==> src/vtp_pkg.sv <==
package vtp_pkg;

  localparam int HALF_BITS = 11;
  localparam int SCREEN_BITS = 16;
  localparam int SAT_LIM = 32767;
  localparam int QUOT_BITS = 17;
  localparam int APB_DATA_BITS = 64;
  localparam int APB_ADDR_BITS = 6;

  typedef enum logic [2:0] {
    REG_LIN_ROW_X   = 3'd0,
    REG_LIN_ROW_Y   = 3'd1,
    REG_LIN_ROW_Z   = 3'd2,
    REG_TRANS_X     = 3'd3,
    REG_TRANS_Y     = 3'd4,
    REG_TRANS_Z     = 3'd5,
    REG_HALF_WIDTH  = 3'd6,
    REG_HALF_HEIGHT = 3'd7
  } reg_idx_t;

  typedef struct packed {
    logic [HALF_BITS-1:0] half_width;
    logic [HALF_BITS-1:0] half_height;
  } view_cfg_t;

endpackage

==> src/vtp_regs.sv <==
module vtp_regs #(
  parameter int COORD_BITS = 32,
  parameter int COEF_BITS = 16,
  parameter int LIN_W = 48
) (
  input  logic clk,
  input  logic rst,
  input  logic psel,
  input  logic penable,
  input  logic pwrite,
  input  logic [vtp_pkg::APB_ADDR_BITS-1:0] paddr,
  input  logic [vtp_pkg::APB_DATA_BITS-1:0] pwdata,
  output logic [vtp_pkg::APB_DATA_BITS-1:0] prdata,
  output logic pready,
  output logic [LIN_W-1:0] lin_x,
  output logic [LIN_W-1:0] lin_y,
  output logic [LIN_W-1:0] lin_z,
  output logic [COORD_BITS-1:0] trans_x,
  output logic [COORD_BITS-1:0] trans_y,
  output logic [COORD_BITS-1:0] trans_z,
  output vtp_pkg::view_cfg_t view
);
  import vtp_pkg::*;

  localparam int CW = 3 * COEF_BITS;
  localparam logic [CW-1:0] ONE_X = CW'(1) << (COEF_BITS - 2);
  localparam logic [CW-1:0] ONE_Y = ONE_X << COEF_BITS;
  localparam logic [CW-1:0] ONE_Z = ONE_Y << COEF_BITS;
  localparam logic [COORD_BITS-1:0] TZ_RESET = COORD_BITS'(64'd20 << 16);

  logic wr;
  reg_idx_t idx;

  assign pready = 1'b1;
  assign wr = psel & penable & pwrite;
  assign idx = reg_idx_t'(paddr[5:3]);

  always_ff @(posedge clk) begin
    if (rst) begin
      lin_x <= LIN_W'(ONE_X);
      lin_y <= LIN_W'(ONE_Y);
      lin_z <= LIN_W'(ONE_Z);
      trans_x <= '0;
      trans_y <= '0;
      trans_z <= TZ_RESET;
      view.half_width <= HALF_BITS'(320);
      view.half_height <= HALF_BITS'(240);
    end else if (wr) begin
      case (idx)
        REG_LIN_ROW_X:   lin_x <= LIN_W'(pwdata);
        REG_LIN_ROW_Y:   lin_y <= LIN_W'(pwdata);
        REG_LIN_ROW_Z:   lin_z <= LIN_W'(pwdata);
        REG_TRANS_X:     trans_x <= COORD_BITS'(pwdata);
        REG_TRANS_Y:     trans_y <= COORD_BITS'(pwdata);
        REG_TRANS_Z:     trans_z <= COORD_BITS'(pwdata);
        REG_HALF_WIDTH:  view.half_width <= pwdata[HALF_BITS-1:0];
        REG_HALF_HEIGHT: view.half_height <= pwdata[HALF_BITS-1:0];
        default: ;
      endcase
    end
  end

  always_comb begin
    case (idx)
      REG_LIN_ROW_X:   prdata = APB_DATA_BITS'(lin_x);
      REG_LIN_ROW_Y:   prdata = APB_DATA_BITS'(lin_y);
      REG_LIN_ROW_Z:   prdata = APB_DATA_BITS'(lin_z);
      REG_TRANS_X:     prdata = APB_DATA_BITS'(trans_x);
      REG_TRANS_Y:     prdata = APB_DATA_BITS'(trans_y);
      REG_TRANS_Z:     prdata = APB_DATA_BITS'(trans_z);
      REG_HALF_WIDTH:  prdata = APB_DATA_BITS'(view.half_width);
      REG_HALF_HEIGHT: prdata = APB_DATA_BITS'(view.half_height);
      default:         prdata = '0;
    endcase
  end
endmodule

==> config.mk <==
export PLATFORM = sky130hd
export DESIGN_NAME = vtp_regs
export DESIGN_NICKNAME = d
export VERILOG_FILES = /design/src/vtp_pkg.sv /design/src/vtp_regs.sv
export SDC_FILE = /design/constraint.sdc
export NUM_CORES = 1
export LEC_CHECK = 0
export BUFFER_PORTS_ARGS = -buffer_cell sky130_fd_sc_hd__buf_2
export CELL_PAD_IN_SITES_DETAIL_PLACEMENT = 1
export CELL_PAD_IN_SITES_GLOBAL_PLACEMENT = 1
export CORE_MARGIN = 4
export CORE_UTILIZATION = 35
export CTS_CLUSTER_SIZE = 16
export DETAILED_ROUTE_END_ITERATION = 8
export PLACE_DENSITY_LB_ADDON = 0.1
export RECOVER_POWER = 50
export SLEW_MARGIN = 20
export SYNTH_ARGS = -nofsm -noshare
export SYNTH_HDL_FRONTEND = slang
export SYNTH_SLANG_ARGS = --single-unit
==> constraint.sdc <==
create_clock -name clk -period 3.2 [get_ports clk]
set_input_delay 0 -clock clk [delete_from_list [all_inputs] [get_ports clk]]
set_output_delay 0 -clock clk [all_outputs]
set_load 0.1 [all_outputs]
### Yosys cells after proc, flatten, opt, wreduce, memory -nomap -nowiden

Index checks and enable logic that the tools add are counted.

* reduce and logical (&&, ||, !) cells: 9
* bitwise gates (word level): 2
* equality and inequality tests: 7
* muxes and demuxes: 1

Operator list (count)
* one-hot mux 64 bit (8 select lines): 1
* AND reduction 2 bit: 8
* == test 3 bit (second input constant): 4
* == test 3 x 2 -> 1 bit (second input constant): 2
* == test 3 x 1 -> 1 bit (second input constant): 1
* zero test 3 bit: 1
* AND 1 bit: 2

* bits of input ports: 75
* flip-flop bits (word level): 262
* output and inout bits: 327
* logic and storage cells: 27

### Depth between registers and ports, before layout

Gate-level depths: netlist of run 1.

* word-level depth: 3
* mapped depth: 8
* depth with buffers taken out: 4

### Worst setup path after synthesis of run 1

No wires, ideal clock.

* path kind: register to output
* start: register trans_z[3]
* end: output port prdata[3] (netlist name)
* setup slack: 0.285 ns
* arrival: 2.915 ns
* required time: 3.200 ns
* buffers on the path: 0
* stages on the path, launching flop included: 4
* path through: dfxtp_1 -> mux2i_1 -> a211o_1 -> a21oi_1

* word-level cells in the longest chain between the ends: 1

Ends and longest elaborated chain
* start: declaration: line vtp_regs.sv:20 `output logic [COORD_BITS-1:0] trans_z,`
* start signal: assignment: line vtp_regs.sv:55 `REG_TRANS_Z: trans_z <= COORD_BITS'(pwdata);`
* one-hot mux 64 bit (8 select lines): line vtp_regs.sv:64 `case (idx)`
* end: declaration: line vtp_regs.sv:13 `output logic [vtp_pkg::APB_DATA_BITS-1:0] prdata,`

No other way between the ends. The select of a mux whose other input is x is not followed.

### Final worst setup path of run 1

* start: input port penable
* end: register lin_y[38]

* word-level cells in the longest chain between the ends: 3

Ends and longest elaborated chain
* start: declaration: line vtp_regs.sv:9 `input logic penable,`
* AND 1 bit (2 in a row): line vtp_regs.sv:35 `assign wr = psel & penable & pwrite;`
* AND reduction 2 bit (no line)
* end signal: assignment: line vtp_regs.sv:41 `lin_y <= LIN_W'(ONE_Y);`
* end signal: assignment: line vtp_regs.sv:51 `REG_LIN_ROW_Y: lin_y <= LIN_W'(pwdata);`
* end: declaration: line vtp_regs.sv:16 `output logic [LIN_W-1:0] lin_y,`

No other way between the ends.
A chain may end at the register's enable or synchronous reset.

==> results of run 1 <==
[metal layers]
| metal | GRT usage | vias up |
|---|---|---|
| li1 | - | 5679 |
| met1 | 0.357 | 6043 |
| met2 | 0.451 | 449 |
| met3 | 0.0478 | 87 |
| met4 | 0.0810 | 0 |
| met5 | 0 | - |
[critical path, delay by kind of cell]
family	cells	cell delay, ps
AOI/OAI and AO/OA	1	130
buffers and inverters	3	970
and+or+nand+nor	3	1800
[registers in the layout (all words and copies together) (netlist names)]
name and count:
lin_z 48, trans_x 32, trans_y 32, lin_y 48, view 22, lin_x 48
trans_z 32
[layout by cell type (no fill, tap or decap), types with 5 or more instances in the layout]
cell and instances:
buf_4 25, clkinv_2 6, a221oi_1 17, clkbuf_8 6, nor2b_1 17, clkbuf_16 31, dfxtp_1 262, clkbuf_1 271
o21ai_0 21, buf_2 86, or2_2 5, conb_1 17, inv_1 12, a222oi_1 13, nand3b_1 11, o2bb2ai_1 21
nor2_1 84, mux2_2 8, a21oi_1 272, mux2i_1 42, dlygate4sd3_1 50, a22o_1 8, nand2_1 525, buf_12 16
[per-stage QoR]
step | area [µm²] | setup slack [ps] | utilization | total power [mW]
3_3_place_gp | 13700 | 983 | 0.420 | 4.37
6_report | 14800 | 745 | 0.456 | 7.97
5_1_grt | 14800 | 499 | 0.456 | 8.23
3_5_place_dp | 13700 | 902 | 0.420 | 4.37
4_1_cts | 15200 | 1030 | 0.467 | 8.06
2_1_floorplan | 11600 | 285 | - | 4.11
[worst max-delay path by stage]
| stage | end | slack, ps | cells after the start |
|---|---|---|---|
| 6_report | lin_y[38] | 740 | 7 |
| 5_1_grt | lin_y[40] | 500 | 7 |
| 4_1_cts | prdata[46] | 1030 | 7 |
| 3_5_place_dp | lin_y[38] | 900 | 6 |
| 3_3_place_gp | lin_y[4] | 980 | 6 |
| 2_1_floorplan | prdata[3] | 280 | 3 |
[power breakdown]
group / switching, mW / total [mW] / leakage (nW) / internal [mW]
logic: 0.815 / 1.04 / 2.67 / 0.221
clock network: 1.43 / 3.63 / 0.510 / 2.20
registers: 0.0217 / 3.31 / 2.11 / 3.29
total: 2.26 / 7.97 / 5.30 / 5.71
[layout make-up]
class,instances,share of cell area
repair buffers,442,0.165
clock buffers,43,0.0587
inverters,12,0.00304
well taps,442,0.0373
clock inverters,12,0.0112
flip-flops and latches,262,0.354
multi-input cells,1105,0.371
[logic make-up after synthesis]
group | count (synthesis) | share of synthesized area
AND/OR/NAND/NOR | 667 | 0.234
buffers and inverters | 164 | 0.0743
other | 2 | 0.000651
AO/OA/AOI/OAI | 368 | 0.186
flip-flops | 262 | 0.455
multiplexers | 53 | 0.0501
[timing repair]
| action | CTS | global route |
|---|---|---|
| buffers inserted | 0 | 0 |
| hold buffers | 50 | 0 |
| hold endpoints to repair | 262 | 0 |
==> results.yml, run 1 <==
job:
  max_cap_viol_count: 0
grt:
  grt_pass1_wl_um: 76400
  grt_use_total: 0.270
  grt_overflow: 0
  maximum_number_of_pins_on_one_net_before_global_route_repair: 126
  first_global_vias: 12500
  antenna_found_initial: 0
worst_setup_path:
  timing.setup.critical_path_class: "input pin to flop"
  r2r_cells: 2
  critical_path_required_ps: 3680
  cpPeakStageDelay_ps: 1200
  timing.reg2reg.setup_slack_ps: 2430
  r2r_end: "view[21]"
  worst_r2r_startpoint: "view[21]"
  slowest_stage: "nor2_1"
  critical_path.max_fanout: 36
  crit_arrival_ps: 2930
  crit_start: "penable"
  worst_path_cell_trace: "dlygate4sd3_1, clkbuf_1, nand4b_1, nor2_1, buf_12, nand2_1, a21oi_1"
  critPathCaptureType: "flop"
  startpoint_type: "input pin"
yosys:
  synth_enable_flop_cells: 0
  asyncSetResetFlopFracSynth: 0
  yosysUniqueCellTypes: 42
  synth.area.top_cells: "dfxtp_1 45%, nand2_1 17%, a21oi_1 12%, mux2i_1 3.6%, nor2_1 2.8%"
  synthDominantCellAreaShare: 0.455
  synth_cells: 1516
  synth-warning-count: 0
  ys.flop_type: "dfxtp_1"
  cell_accounting_for_the_most_synthesized_area: "dfxtp_1"
  synth.ff_latch_count: 262
  mapped_area_um2: 11500
  seq_area_frac_synth: 0.455
  ys_top_cells_by_count: "525 x nand2_1, 272 x a21oi_1, 262 x dfxtp_1"
  yosysMostFrequentCell: "nand2_1"
  syn_avg_cell_area_um2: 7.61
drt:
  final_routed_wirelength_across_all_metal_layers_um: 51000
  met2_wirelength_from_detailed_routing_um: 23800
  post_detailed_route_wirelength_per_cell_um: 22.0
  drt-initial-drc-count: 727
  top_signal_layer_used: "met4"
  detail_route.vias_per_cell: 5.29
  drt_first_pass_iters: 5
  vias: 12300
  wirelength_met1_um: 22200
  wl_met3_um: 3470
  remaining_drc_errors: 0
  postRouteAntennaNets: 0
die:
  die_height_um: 190
  floorplan.die.width_um: 190
  io_pins: 402
  initial_utilization: 0.354
  die_outline_area_um2: 35900
  std_cell_rows: 66
  core-area_um2: 32500
cts:
  tritoncts.num_buffers: 30
  clock_tree_from_tritoncts: "yes"
  clkLatencyLatePin_ps: 550
  clkTransAtPathRegs_ps: 60
  cts_resized: 0
  cts_buffer_depth: 3
  clock_tree.root_cell: "clkbuf_16"
  htreeDepth: 1
  cts_num_sinks: 262
finish:
  fill_cells: 4222
  share_of_cells_above_drive_strength_1: 0.109
  multi_input_gate_area_in_the_final_layout_um2: 5510
  register_area_um2: 5250
  final_nets: 1928
  instances_no_fill: 2318
  antenna_cells: 0
  area_growth_syn_to_layout_pct: 28.6
pwr:
  total_leakage_power_nw: 5.30
  powerDensity_nw_per_um2: 538
  max-vdd-ir-drop_uv: 355
placed_design:
  place.port_buffers: 365
  detailedPlacementHpwl_um: 32700
  placedCellCount: 2213
  routability_congestion_estimate_from_global_placement: 0.826
timing:
  setup-tns-final_ps: 0
  maxSlewHeadroom: 0.117
  fmaxAchievable_ghz: 0.407
  final.min_clock_period_ps: 2460
  worst_pin_slew_ps: 1320
  grt_setup_unrepaired: "no"
  report.final.slew_viol_count: 0
  timing.clock.skew_ps: 0
  timing.hold.ws_ps: 81.0
  fin_crit_sh: 0.767
  report.final.setup_viol: 0
  timing.final.hold_violations: 0
min_path:
  min-delay-path-class: "input pin to flop"
  worstHoldPathCells: 5
  timing.hold.worst.start: "pwrite"
  timing.hold.worst_endpoint: "lin_z[5]"
outcome:
  run_status: "finished, final reports clean"
No activity file was read; power rests on OpenSTA's default activity.
==> inputs of run 2 (changes only) <==
- ABC_AREA: unset -> 1
- clock period: 3.2 -> 2.6 ns (I/O delays scaled with it)
==> results.yml, run 2 <==
outcome:
  run_status: "complete, but fails checks"
  violations: "capacitance limit, slew limit"
yosys:
  cell_accounting_for_the_most_synthesized_area: "dfxtp_1"
  synth_cells: 1728
  synthDominantCellAreaShare: 0.443
  syn_avg_cell_area_um2: 6.85
  yosysMostFrequentCell: "nor2_1"
  synth-warning-count: 0
  seq_area_frac_synth: 0.443
  synth_enable_flop_cells: 0
  ys_top_cells_by_count: "467 x nor2_1, 262 x dfxtp_1, 252 x o21ai_0"
  synth.area.top_cells: "dfxtp_1 44%, nor2_1 15%, o21ai_0 11%, nand2_1 5.2%, nor3_1 4.7%"
  mapped_area_um2: 11800
  yosysUniqueCellTypes: 26
  ys.flop_type: "dfxtp_1"
  asyncSetResetFlopFracSynth: 0
  synth.ff_latch_count: 262
die:
  die_outline_area_um2: 36800
  std_cell_rows: 67
  die_height_um: 192
  io_pins: 402
  floorplan.die.width_um: 192
  initial_utilization: 0.354
  core-area_um2: 33400
placed_design:
  routability_congestion_estimate_from_global_placement: 0.827
  placedCellCount: 2426
  place.port_buffers: 365
  detailedPlacementHpwl_um: 35600
timing:
  fin_crit_sh: 0.897
  setup-tns-final_ps: 0
  fmaxAchievable_ghz: 0.429
  final.min_clock_period_ps: 2330
  timing.final.hold_violations: 0
  worst_pin_slew_ps: 1520
  report.final.setup_viol: 0
  maxSlewHeadroom: -0.0177
  report.final.slew_viol_count: 15
  grt_setup_unrepaired: "no"
  timing.clock.skew_ps: 0
worst_setup_path:
  worst_path_cell_trace: "buf_2, inv_2, nand3_2, inv_1, nand2_1, nand3_1, buf_12"
  timing.setup.critical_path_class: "input pin to output pin"
  slowest_stage: "inv_1"
  critPathCaptureType: "output pin"
  cpLargestDelayFamily: "buffers and inverters"
  cpPeakStageDelay_ps: 710
  startpoint_type: "input pin"
  critical_path.max_fanout: 18
  cp_num_buf_inv: 4
  crit_arrival_ps: 2330
  critical_path_required_ps: 2600
finish:
  layout.cells.most_common: "nor2_1"
  regs_by_ff_count: "lin_x (48), lin_y (48), lin_z (48)"
  final_nets: 2135
  layout_common_cells: "469 x nor2_1, 262 x dfxtp_1, 258 x o21ai_0"
  antenna_cells: 0
  area_growth_syn_to_layout_pct: 32.0
  share_of_cells_above_drive_strength_1: 0.116
  instances_no_fill: 2527
min_path:
  min-delay-path-class: "input pin to flop"
grt:
  maximum_number_of_pins_on_one_net_before_global_route_repair: 103
  grt_use_total: 0.286
  grt_pass1_wl_um: 82600
  first_global_vias: 13700
  antenna_found_initial: 0
  grt_overflow: 0
drt:
  drt_first_pass_iters: 5
  postRouteAntennaNets: 0
  final_routed_wirelength_across_all_metal_layers_um: 54200
  remaining_drc_errors: 0
  vias: 13400
  post_detailed_route_wirelength_per_cell_um: 21.5
  drt-initial-drc-count: 799
  detail_route.vias_per_cell: 5.30
cts:
  cts_buffer_depth: 3
  htreeDepth: 1
  clock_tree.root_cell: "clkbuf_16"
  cts_num_sinks: 262
  cts_resized: 0
  clock_tree_from_tritoncts: "yes"
  clkLatencyLatePin_ps: 570
  holdBufCountCts: 50
  clkTransAtPathRegs_ps: 60
  cts_setup_buffers: 0
  tritoncts.num_buffers: 30
pwr:
  max-vdd-ir-drop_uv: 460
  total_leakage_power_nw: 6.68
  powerDensity_nw_per_um2: 608
job:
  max_cap_viol_count: 1
-- run 2: metal layers --
metal / GRT usage / wire [µm] / up-vias
met1: 0.373 / 23000 / 6521
met3: 0.0596 / 4160 / 93
met4: 0.0826 / 1610 / 0
li1: - / - / 6298
met2: 0.479 / 25500 / 475
met5: 0 / 0 / -
-- run 2: final cells by class --
cell class	instances	area [µm²]
clock buffers	47	906
flip-flops and latches	262	5250
clock inverters	4	20.0
fillers	4367	17800
well taps	448	561
repair buffers	454	3070
multi-input cells	1225	5490
inverters	87	332
-- run 2: kinds of logic (layout without fill, tap and decap cells) --
kind of cell,Yosys count,in the layout,synth area share
and+or+nand+nor,931,931,0.341
AOI/OAI and AO/OA,277,277,0.118
DFF,262,262,0.443
buffers and inverters,256,592,0.0972
other,2,17,0.000634
-- run 2: power breakdown --
part	internal (mW)	total (mW)	leakage, nW	switching [mW]
clock	2.36	4.08	0.459	1.73
sequential	4.07	4.11	2.12	0.0451
combinational	0.238	1.31	4.11	1.07
-- run 2: path summary, 6_finish.rpt --
path / to / slack, ps / from / cells after the start
setup / recovery: prdata[38] / 270 / paddr[3] / 7
hold / removal: lin_z[47] / 20 / penable / 4
setup reg to reg: lin_z[46] / 1370 / lin_z[46] / 3
hold reg to reg: lin_x[14] / 490 / lin_x[14] / 2
-- run 2: tightest hold or removal path, stage by stage --
cell and delay, ps:
buf_2 110, nand3_4 250, nor3_1 90, nor2_1 80
-- run 2: metrics by stage --
stage / setup slack, ps / area (µm²) / utilization / hold slack (ps) / power, mW
global route: 81.4 / 15600 / 0.467 / 45.6 / 9.79
detailed placement: 329 / 14600 / 0.435 / 260 / 5.47
finish: 268 / 15600 / 0.467 / 19.1 / 9.51
global placement: 336 / 14600 / 0.435 / 251 / 5.46
CTS: 324 / 16000 / 0.478 / 12.2 / 9.58
floorplan: 581 / 11900 / - / 126 / 5.11
